$ cat src/rtl/ikr_pkg.sv
// ikr_pkg: shared types and the key decode table for the keypad reader
// used by ikr_seq and i2c_keypad_reader_core; no dependencies
`default_nettype none

package ikr_pkg;

  // configuration register indexes
  localparam logic [1:0] CFG_DEV_ADDR  = 2'd0;
  localparam logic [1:0] CFG_UNIT_TCKS = 2'd1;
  localparam logic [1:0] CFG_ACK_TCKS  = 2'd2;

  localparam int CfgAddrW = 2;
  localparam int CfgDataW = 16;

  // register reset values
  localparam logic [6:0]  DEV_ADDR_RST  = 7'd0;
  localparam logic [15:0] UNIT_TCKS_RST = 16'd1000;
  localparam logic [7:0]  ACK_TCKS_RST  = 8'd250;

  // word reported after an address nack, and the no-key code
  localparam logic [15:0] NACK_WORD = 16'h00FF;
  localparam logic [7:0]  KEY_NONE  = 8'hFF;

  typedef struct packed {
    logic [6:0]  dev_addr;
    logic [15:0] unit_ticks;
    logic [7:0]  ack_ticks;
  } cfg_t;

  typedef struct packed {
    logic [7:0]  key_code;
    logic [15:0] read_word;
    logic        address_nack;
    logic        done_res;
    logic        busy_res;
    logic        sda_level;
    logic        sda_drive_enable;
    logic        scl_level;
  } result_t;

  // one-hot keypad word to key code
  function automatic logic [7:0] key_decode(input logic [15:0] w);
    logic [7:0] k;
    unique case (w)
      16'h8000: k = 8'd0;
      16'h4000: k = 8'd1;
      16'h2000: k = 8'd2;
      16'h1000: k = 8'd3;
      16'h0100: k = 8'd4;
      16'h0400: k = 8'd5;
      16'h0200: k = 8'd6;
      16'h0800: k = 8'd7;
      16'h0040: k = 8'd8;
      16'h0020: k = 8'd9;
      16'h0010: k = 8'd35;
      16'h0080: k = 8'd77;
      default:  k = KEY_NONE;
    endcase
    return k;
  endfunction

endpackage

`default_nettype wire

$ cat src/rtl/i2c_keypad_reader_core.sv
// i2c_keypad_reader_core: top level of the tick-driven i2c keypad reader
// depends on ikr_pkg and ikr_seq
//
// channel  dir  width  contents
// in_*     in   8      one tick: start_read, sda_in
// out_*    out  32     line levels, status, read word and key code for that tick
// cfg_*    in   16     register writes: address, delay unit, ack window
//
// one tick is taken per clock while out_tready allows; every tick gives exactly one result
// a tick is held in the input register, then the sequencer step and
// the result register load in the same cycle
// out_tready low holds the result register and, through it, the input register
// reset: synchronous on rst_n low; sequencer idle, lines released, word cleared
`default_nettype none

module i2c_keypad_reader_core
  import ikr_pkg::*;
(
  input  wire logic                clk,
  input  wire logic                rst_n,
  // input ticks
  input  wire logic                in_tvalid,
  output logic                     in_tready,
  input  wire logic [7:0]          in_tdata,   // [0] start_read, [1] sda_in, rest zero
  // results
  output logic                     out_tvalid,
  input  wire logic                out_tready,
  output logic [31:0]              out_tdata,  // [0] scl_level, [1] sda_drive_enable,
                                               // [2] sda_level, [3] busy_res, [4] done_res,
                                               // [5] address_nack, [21:6] read_word,
                                               // [29:22] key_code, rest zero
  // configuration writes
  input  wire logic                cfg_we,
  input  wire logic [CfgAddrW-1:0] cfg_addr,
  input  wire logic [CfgDataW-1:0] cfg_wdata
);

  cfg_t    cfg_r;
  logic    s1_valid_r;
  logic    s1_start_r, s1_sda_r;
  logic    out_valid_r;
  result_t out_r;
  result_t res;
  logic    adv;

  // configuration registers
  always_ff @(posedge clk) begin
    if (!rst_n) begin
      cfg_r.dev_addr   <= DEV_ADDR_RST;
      cfg_r.unit_ticks <= UNIT_TCKS_RST;
      cfg_r.ack_ticks  <= ACK_TCKS_RST;
    end else if (cfg_we) begin
      unique case (cfg_addr)
        CFG_DEV_ADDR:  cfg_r.dev_addr   <= cfg_wdata[6:0];
        CFG_UNIT_TCKS: cfg_r.unit_ticks <= cfg_wdata;
        CFG_ACK_TCKS:  cfg_r.ack_ticks  <= cfg_wdata[7:0];
        default:       cfg_r            <= cfg_r;
      endcase
    end
  end

  // handshake: stage one moves on when the result register is free
  assign adv       = s1_valid_r && (!out_valid_r || out_tready);
  assign in_tready = !s1_valid_r || adv;

  // input register
  always_ff @(posedge clk) begin
    if (!rst_n) begin
      s1_valid_r <= 1'b0;
    end else if (in_tready) begin
      s1_valid_r <= in_tvalid;
    end
  end

  always_ff @(posedge clk) begin
    if (in_tready && in_tvalid) begin
      s1_start_r <= in_tdata[0];
      s1_sda_r   <= in_tdata[1];
    end
  end

  // sequencer
  ikr_seq u_seq (
    .clk        (clk),
    .rst_n      (rst_n),
    .step       (adv),
    .start_read (s1_start_r),
    .sda_in     (s1_sda_r),
    .cfg        (cfg_r),
    .res        (res)
  );

  // result register
  always_ff @(posedge clk) begin
    if (!rst_n) begin
      out_valid_r <= 1'b0;
    end else if (adv) begin
      out_valid_r <= 1'b1;
    end else if (out_tready) begin
      out_valid_r <= 1'b0;
    end
  end

  always_ff @(posedge clk) begin
    if (adv) out_r <= res;
  end

  assign out_tvalid = out_valid_r;
  assign out_tdata  = {2'b00, out_r};

endmodule

`default_nettype wire

$ cat src/rtl/ikr_seq.sv
// ikr_seq: i2c pin sequencer state and its one-tick next-state logic
// depends on ikr_pkg
`default_nettype none

module ikr_seq
  import ikr_pkg::*;
(
  input  wire logic    clk,
  input  wire logic    rst_n,
  input  wire logic    step,
  input  wire logic    start_read,
  input  wire logic    sda_in,
  input  wire cfg_t    cfg,
  output result_t      res
);

  typedef enum logic [3:0] {
    PH_IDLE, PH_ST_A, PH_ST_B, PH_ST_C, PH_TX_LO, PH_TX_HI,
    PH_AK_PREP, PH_AK_SET, PH_AK_POLL, PH_RX_LO, PH_RX_HI,
    PH_RS_LO, PH_RS_HI, PH_SP_LO, PH_SP_HI, PH_FIN
  } phase_t;

  // line codes: scl, sda drive enable, sda level
  localparam logic [2:0] LN_IDLE = 3'b101;
  localparam logic [2:0] LN_HH   = 3'b111;
  localparam logic [2:0] LN_HL   = 3'b110;
  localparam logic [2:0] LN_LL   = 3'b010;
  localparam logic [2:0] LN_LREL = 3'b001;

  phase_t      phase_r, phase_nxt;
  logic [3:0]  bit_r, bit_nxt;
  logic [18:0] dly_r, dly_nxt;
  logic [7:0]  ackw_r, ackw_nxt;
  logic [7:0]  shift_r, shift_nxt;
  logic [7:0]  first_r, first_nxt;
  logic [15:0] word_r, word_nxt;
  logic        bidx_r, bidx_nxt;
  logic        nack_r, nack_nxt;

  logic [15:0] unit;
  logic [7:0]  ack_eff;
  logic [2:0]  line;
  logic        busy, done, nack_out;
  logic        ent;
  phase_t      ent_ph;

  // zero counts behave as one
  assign unit    = (cfg.unit_ticks == '0) ? 16'd1 : cfg.unit_ticks;
  assign ack_eff = (cfg.ack_ticks == '0) ? 8'd1 : cfg.ack_ticks;

  // line levels for the current phase
  function automatic logic [2:0] lines(input phase_t p, input logic txb, input logic rsb);
    logic [2:0] l;
    unique case (p)
      PH_ST_A:    l = LN_HH;
      PH_ST_B:    l = LN_HL;
      PH_ST_C:    l = LN_LL;
      PH_TX_LO:   l = {2'b01, txb};
      PH_TX_HI:   l = {2'b11, txb};
      PH_AK_PREP: l = LN_LREL;
      PH_AK_SET:  l = LN_IDLE;
      PH_AK_POLL: l = LN_IDLE;
      PH_RX_LO:   l = LN_LREL;
      PH_RX_HI:   l = LN_IDLE;
      PH_RS_LO:   l = {2'b01, rsb};
      PH_RS_HI:   l = {2'b11, rsb};
      PH_SP_LO:   l = LN_LL;
      PH_SP_HI:   l = LN_HL;
      PH_FIN:     l = LN_HH;
      default:    l = LN_IDLE;
    endcase
    return l;
  endfunction

  // one tick of the sequencer
  always_comb begin
    phase_nxt = phase_r;
    bit_nxt   = bit_r;
    dly_nxt   = dly_r;
    ackw_nxt  = ackw_r;
    shift_nxt = shift_r;
    first_nxt = first_r;
    word_nxt  = word_r;
    bidx_nxt  = bidx_r;
    nack_nxt  = nack_r;
    busy      = 1'b0;
    done      = 1'b0;
    nack_out  = 1'b0;
    ent       = 1'b0;
    ent_ph    = PH_IDLE;
    line      = LN_IDLE;

    // request while idle runs the first start tick now
    if (phase_nxt == PH_IDLE && start_read) begin
      nack_nxt  = 1'b0;
      bidx_nxt  = 1'b0;
      bit_nxt   = '0;
      phase_nxt = PH_ST_A;
      dly_nxt   = {3'b000, unit};
    end

    if (phase_nxt == PH_IDLE) begin
      line = LN_IDLE;
    end else if (phase_nxt == PH_FIN) begin
      line      = LN_HH;
      done      = 1'b1;
      nack_out  = nack_nxt;
      phase_nxt = PH_IDLE;
    end else begin
      line = lines(phase_nxt, shift_nxt[7], bidx_nxt);
      busy = 1'b1;
      if (phase_nxt == PH_AK_POLL) begin
        // address ack window
        if (!sda_in) begin
          bit_nxt   = '0;
          shift_nxt = '0;
          bidx_nxt  = 1'b0;
          ent       = 1'b1;
          ent_ph    = PH_RX_LO;
        end else begin
          ackw_nxt = ackw_nxt - 8'd1;
          if (ackw_nxt == '0) begin
            nack_nxt = 1'b1;
            word_nxt = NACK_WORD;
            ent      = 1'b1;
            ent_ph   = PH_SP_LO;
          end
        end
      end else begin
        if (dly_nxt != '0) dly_nxt = dly_nxt - 19'd1;
        if (dly_nxt == '0) begin
          // end of phase
          unique case (phase_nxt)
            PH_ST_A: begin ent = 1'b1; ent_ph = PH_ST_B; end
            PH_ST_B: begin ent = 1'b1; ent_ph = PH_ST_C; end
            PH_ST_C: begin
              bit_nxt   = '0;
              shift_nxt = {cfg.dev_addr, 1'b1};
              ent       = 1'b1;
              ent_ph    = PH_TX_LO;
            end
            PH_TX_LO: begin ent = 1'b1; ent_ph = PH_TX_HI; end
            PH_TX_HI: begin
              shift_nxt = {shift_nxt[6:0], 1'b0};
              bit_nxt   = bit_nxt + 4'd1;
              ent       = 1'b1;
              ent_ph    = (bit_nxt >= 4'd8) ? PH_AK_PREP : PH_TX_LO;
            end
            PH_AK_PREP: begin ent = 1'b1; ent_ph = PH_AK_SET; end
            PH_AK_SET:  begin ent = 1'b1; ent_ph = PH_AK_POLL; end
            PH_RX_LO:   begin ent = 1'b1; ent_ph = PH_RX_HI; end
            PH_RX_HI: begin
              shift_nxt = {shift_nxt[6:0], sda_in};
              bit_nxt   = bit_nxt + 4'd1;
              ent       = 1'b1;
              if (bit_nxt >= 4'd8) begin
                if (!bidx_nxt) first_nxt = shift_nxt;
                else word_nxt = {first_nxt, shift_nxt};
                ent_ph = PH_RS_LO;
              end else begin
                ent_ph = PH_RX_LO;
              end
            end
            PH_RS_LO: begin ent = 1'b1; ent_ph = PH_RS_HI; end
            PH_RS_HI: begin
              ent = 1'b1;
              if (!bidx_nxt) begin
                bidx_nxt  = 1'b1;
                bit_nxt   = '0;
                shift_nxt = '0;
                ent_ph    = PH_RX_LO;
              end else begin
                ent_ph = PH_SP_LO;
              end
            end
            PH_SP_LO: begin ent = 1'b1; ent_ph = PH_SP_HI; end
            PH_SP_HI: begin
              phase_nxt = PH_FIN;
              dly_nxt   = '0;
            end
            default: phase_nxt = PH_IDLE;
          endcase
        end
      end
    end

    // load the count for the phase being entered
    if (ent) begin
      phase_nxt = ent_ph;
      if (ent_ph == PH_TX_LO)        dly_nxt = {2'b00, unit, 1'b0};
      else if (ent_ph == PH_AK_PREP) dly_nxt = {1'b0, unit, 2'b00} + {2'b00, unit, 1'b0};
      else                           dly_nxt = {3'b000, unit};
      if (ent_ph == PH_AK_POLL) ackw_nxt = ack_eff;
    end
  end

  // result of this tick
  always_comb begin
    res.scl_level        = line[2];
    res.sda_drive_enable = line[1];
    res.sda_level        = line[0];
    res.busy_res         = busy;
    res.done_res         = done;
    res.address_nack     = nack_out;
    res.read_word        = word_nxt;
    res.key_code         = key_decode(word_nxt);
  end

  // sequencer state
  always_ff @(posedge clk) begin
    if (!rst_n) begin
      phase_r <= PH_IDLE;
      bit_r   <= '0;
      dly_r   <= '0;
      ackw_r  <= '0;
      shift_r <= '0;
      first_r <= '0;
      word_r  <= '0;
      bidx_r  <= 1'b0;
      nack_r  <= 1'b0;
    end else if (step) begin
      phase_r <= phase_nxt;
      bit_r   <= bit_nxt;
      dly_r   <= dly_nxt;
      ackw_r  <= ackw_nxt;
      shift_r <= shift_nxt;
      first_r <= first_nxt;
      word_r  <= word_nxt;
      bidx_r  <= bidx_nxt;
      nack_r  <= nack_nxt;
    end
  end

endmodule

`default_nettype wire

$ cat config.mk
export PLATFORM = sky130hd
export DESIGN_NAME = i2c_keypad_reader_core
export DESIGN_NICKNAME = d
export VERILOG_FILES = /design/src/rtl/ikr_pkg.sv /design/src/rtl/i2c_keypad_reader_core.sv /design/src/rtl/ikr_seq.sv
export SDC_FILE = /design/constraint.sdc
export NUM_CORES = 1
export LEC_CHECK = 0
export ABC_AREA = 1
export BUFFER_PORTS_ARGS = -buffer_cell sky130_fd_sc_hd__buf_2
export CORE_MARGIN = 3
export CORE_UTILIZATION = 47
export CTS_CLUSTER_DIAMETER = 80
export CTS_CLUSTER_SIZE = 25
export DETAILED_ROUTE_END_ITERATION = 10
export HOLD_SLACK_MARGIN = 0.06
export MAX_ROUTING_LAYER = met4
export SLEW_MARGIN = 30
export SYNTH_ARGS = -nofsm -noshare
export SYNTH_HDL_FRONTEND = slang
export SYNTH_SLANG_ARGS = --single-unit
$ cat constraint.sdc
create_clock -name clk -period 4.8 [get_ports clk]
set_input_delay 0.24 -clock clk [delete_from_list [all_inputs] [get_ports clk]]
set_output_delay 0.24 -clock clk [all_outputs]
set_load 0.005 [all_outputs]
==> metrics.cfg <==
[floorplanning]
dieArea_um2=23400
rows=53
ios=65
chipHeight_um=153
core_area_um2=21200
initial_core_util_pct=48.0
die_x_um=153

[drt]
drt-total-wl_um=31100
vias=10466
detail_route.wl_per_cell_um=16.2
drc=0
ant_nets=0
vias_per_cell=5.44
first_pass_iters=7
drt_iter0_markers=909

[cells_and_area]
nNetsFinal=1694
syn_to_final_growth_pct=14.1
fill_cells=2191
num_antenna_cells=0
finalNonFillerCells=1924
layout-drive-gt1-share_pct=16.3

[sta]
fin_crit_sh_pct=92.6
setup_viol=0
drv_slew=0
min_period_ns=4.44
worst_pin_slew_ns=0.875
finalHoldViolCount=0
rsz0062_at_grt=yes
clock_skew_ns=0.0115
slew_headroom_pct=41.7
worst_hold_slack_ns=0.0726
max_freq_mhz=225

[placed_design]
gp_congestion=0.916
place.detailed.hpwl_um=22200
place_inst=1869
portBuffers=56

[setup_path]
crit_required_ns=4.97
path_max_fanout=17
r2r-start=u_seq.phase_r[1]$_SDFFE_PN0P_
end_kind=register
arrival_ns=4.62
startpoint_type=register
crit_slowest_cell=dfxtp_1
path_class=reg -> reg
crit_top_cell=nand2_1
cpPeakStageDelay_ns=0.34
crit_path_start=u_seq.phase_r[1]$_SDFFE_PN0P_

[cts]
cts_sinks=133
cts_tree=yes
path_clk_slew_ns=0.06
cts_max_level=4
ctsRootBufferMaster=clkbuf_16
insertion_delay_ns=0.42
clock_tree.buffer_depth=2
numCtsBuffers=17

[synth]
ys_async_sr_fraction_pct=0
synth_area_per_cell_um2=6.46
syn-cell-area_um2=10200
syn_inst=1574
ys.flop_type=dfxtp_1
ys_seq_area_share_pct=29.3
ys_types=57
yosys_warnings=0
synth-seq-cells=133
synth-edff-count=31

[pwr]
swShare_pct=35.3
p_int_mw=2.42
share_comb_of_total_power_pct=30.0
leakage_nw=5.15
power_density_nw_per_um2=323
peakVddDrop_mv=0.229
clockPowerShare_pct=36.6
p_seq_share_pct=33.4
power.switching_mw=1.32

[global_route]
grt_remaining_overflow=0
grt_first_pass_wirelength_um=49100
grt_max_degree=59
grt_pass1_vias=9201
track_usage_pct=26.4
antenna_found_initial=0

[worst_hold_path]
min_from=cfg_wdata[5]
min-delay-path-class=in -> reg

[outcome]
status=finished, final reports clean

[job]
cap_violations=0

-- worst paths after layout --
kind	endpoint	cells past startpoint	slack, ns
worst max-delay path	out_tdata[28]$_DFFE_PP_	29	0.36
worst min-delay path	cfg_r[5]$_SDFFE_PN1P_	3	0.07
worst max register to register	out_tdata[28]$_DFFE_PP_	29	0.36
worst min register to register	cfg_r[26]$_SDFFE_PN0P_	2	0.46
-- cell usage in the layout, fill, tap and decap left out, types with 14 or more instances in the layout --
master       n
nand2_1    423
inv_1      165
o21ai_0    147
a21oi_1    114
nand3_1    103
dfxtp_1    102
nor2_1     100
buf_2       56
nand2_2     55
buf_4       42
edfxtp_1    31
ha_1        25
o21ai_1     24
nor2_4      22
clkbuf_16   18
o22ai_1     15
a31oi_1     15
nor3_1      14
xor2_1      14
o211ai_1    14
-- critical path: cells and delay by family (launching register included) --
family,cells,cell delay (ns)
fa+ha+maj,1,0.27
flops,1,0.34
buf+inv,3,0.48
simple gates,25,3.07
-- power groups by stage --
stage | clock network, mW | registers (mW) | logic, mW
after floorplan | 0 | 1.27 | 0.776
after global placement | 0 | 1.27 | 1.03
after detailed placement | 0 | 1.27 | 1.03
after CTS | 1.39 | 1.25 | 1.04
after global routing | 1.44 | 1.26 | 1.25
final | 1.37 | 1.25 | 1.12
-- synthesized netlist by cell type, types with 3 or more instances --
cell type    n  share of area (%)
buf_1        4               0.15
clkinv_1     4               0.15
or2_2        5               0.31
buf_2        8               0.39
nor4_1       4               0.25
nand2_2     52                3.2
nor3_1      14               0.69
xnor2_1      9               0.78
dfxtp_1    102                 20
a31oi_1     15               0.92
o21ai_1     24                1.2
o211ai_1    14                1.0
clkbuf_1    42                1.6
ha_1        26                3.2
a21oi_1    114                5.6
o21ai_0    147                7.2
o22ai_1     15               0.92
nand3_1    104                5.1
inv_1      167                6.2
nand2_1    426                 16
nor2_2      13               0.80
buf_6        9                1.0
nand2_4      6               0.66
nand4_1     12               0.74
nor2_8       3               0.59
xor2_1      15                1.3
edfxtp_1    31                9.2
nor2_1     103                3.8
nor2_4      17                1.9
nor3_2       3               0.30
nand3b_1     6               0.44
a211oi_1    12               0.89
inv_2       10               0.37
buf_4        6               0.44
nand3_2      5               0.49
-- through the flow --
| step | worst slack [ns] | instance area [um^2] | setup TNS, ns | power (mW) | utilization (%) |
|---|---|---|---|---|---|
| 2_1_floorplan | 0.929 | 10200 | 0 | 2.05 | - |
| 3_3_place_gp | 0.173 | 10700 | 0 | 2.30 | 50.5 |
| 3_5_place_dp | 0.0847 | 10700 | 0 | 2.31 | 50.5 |
| 4_1_cts | 0.0615 | 11400 | 0 | 3.68 | 53.7 |
| 5_1_grt | -0.0395 | 11600 | -0.109 | 3.95 | 54.8 |
| 6_report | 0.357 | 11600 | 0 | 3.74 | 54.8 |
-- cells by family (layout without fill, tap and decap cells) --
| family | count (synthesis) | count (layout) | synth area share [%] |
|---|---|---|---|
| and+or+nand+nor | 780 | 783 | 35.7 |
| buffers and inverters | 252 | 323 | 10.3 |
| AOI/OAI and AO/OA | 357 | 357 | 19.2 |
| adders and majority gates | 27 | 27 | 3.40 |
| other | 1 | 2 | 0.0369 |
| DFF | 133 | 133 | 29.3 |
| xor gates and xnor gates | 24 | 24 | 2.07 |
-- final cells by class --
type                    instances  area (um^2)  area share [%]
clock buffers                  23          500            4.32
clock inverters                 9          115           0.993
inverters                     183          694            5.99
multi-input cells            1193         6240            53.8
flip-flops and latches        133         2970            25.6
well taps                     275          344            2.97
repair buffers                108          726            6.26
-- layer usage --
metal	global-route usage (%)	share of wire (%)
met5	-	0
met4	6.15	1.1
met3	4.61	7.6
met2	35.6	41
met1	40.7	51
-- sequential cells by signal (all words and copies together) (netlist names) --
signal	cells
u_seq.phase_r	4
u_seq.bidx_r	1
s1_valid_r	1
u_seq.nack_r	1
u_seq.first_r	8
u_seq.bit_r	4
cfg_r	31
s1_start_r	1
out_tvalid	1
u_seq.dly_r	19
u_seq.ackw_r	8
s1_sda_r	1
u_seq.word_r	16
out_tdata	29
u_seq.shift_r	8
-- timing repair --
action	CTS	global route
hold buffers	7	0
gates resized for setup	0	14
setup buffers	0	13
hold endpoints to repair	8	0
setup endpoints to repair	0	34
Power figures use the tool's default switching activity.
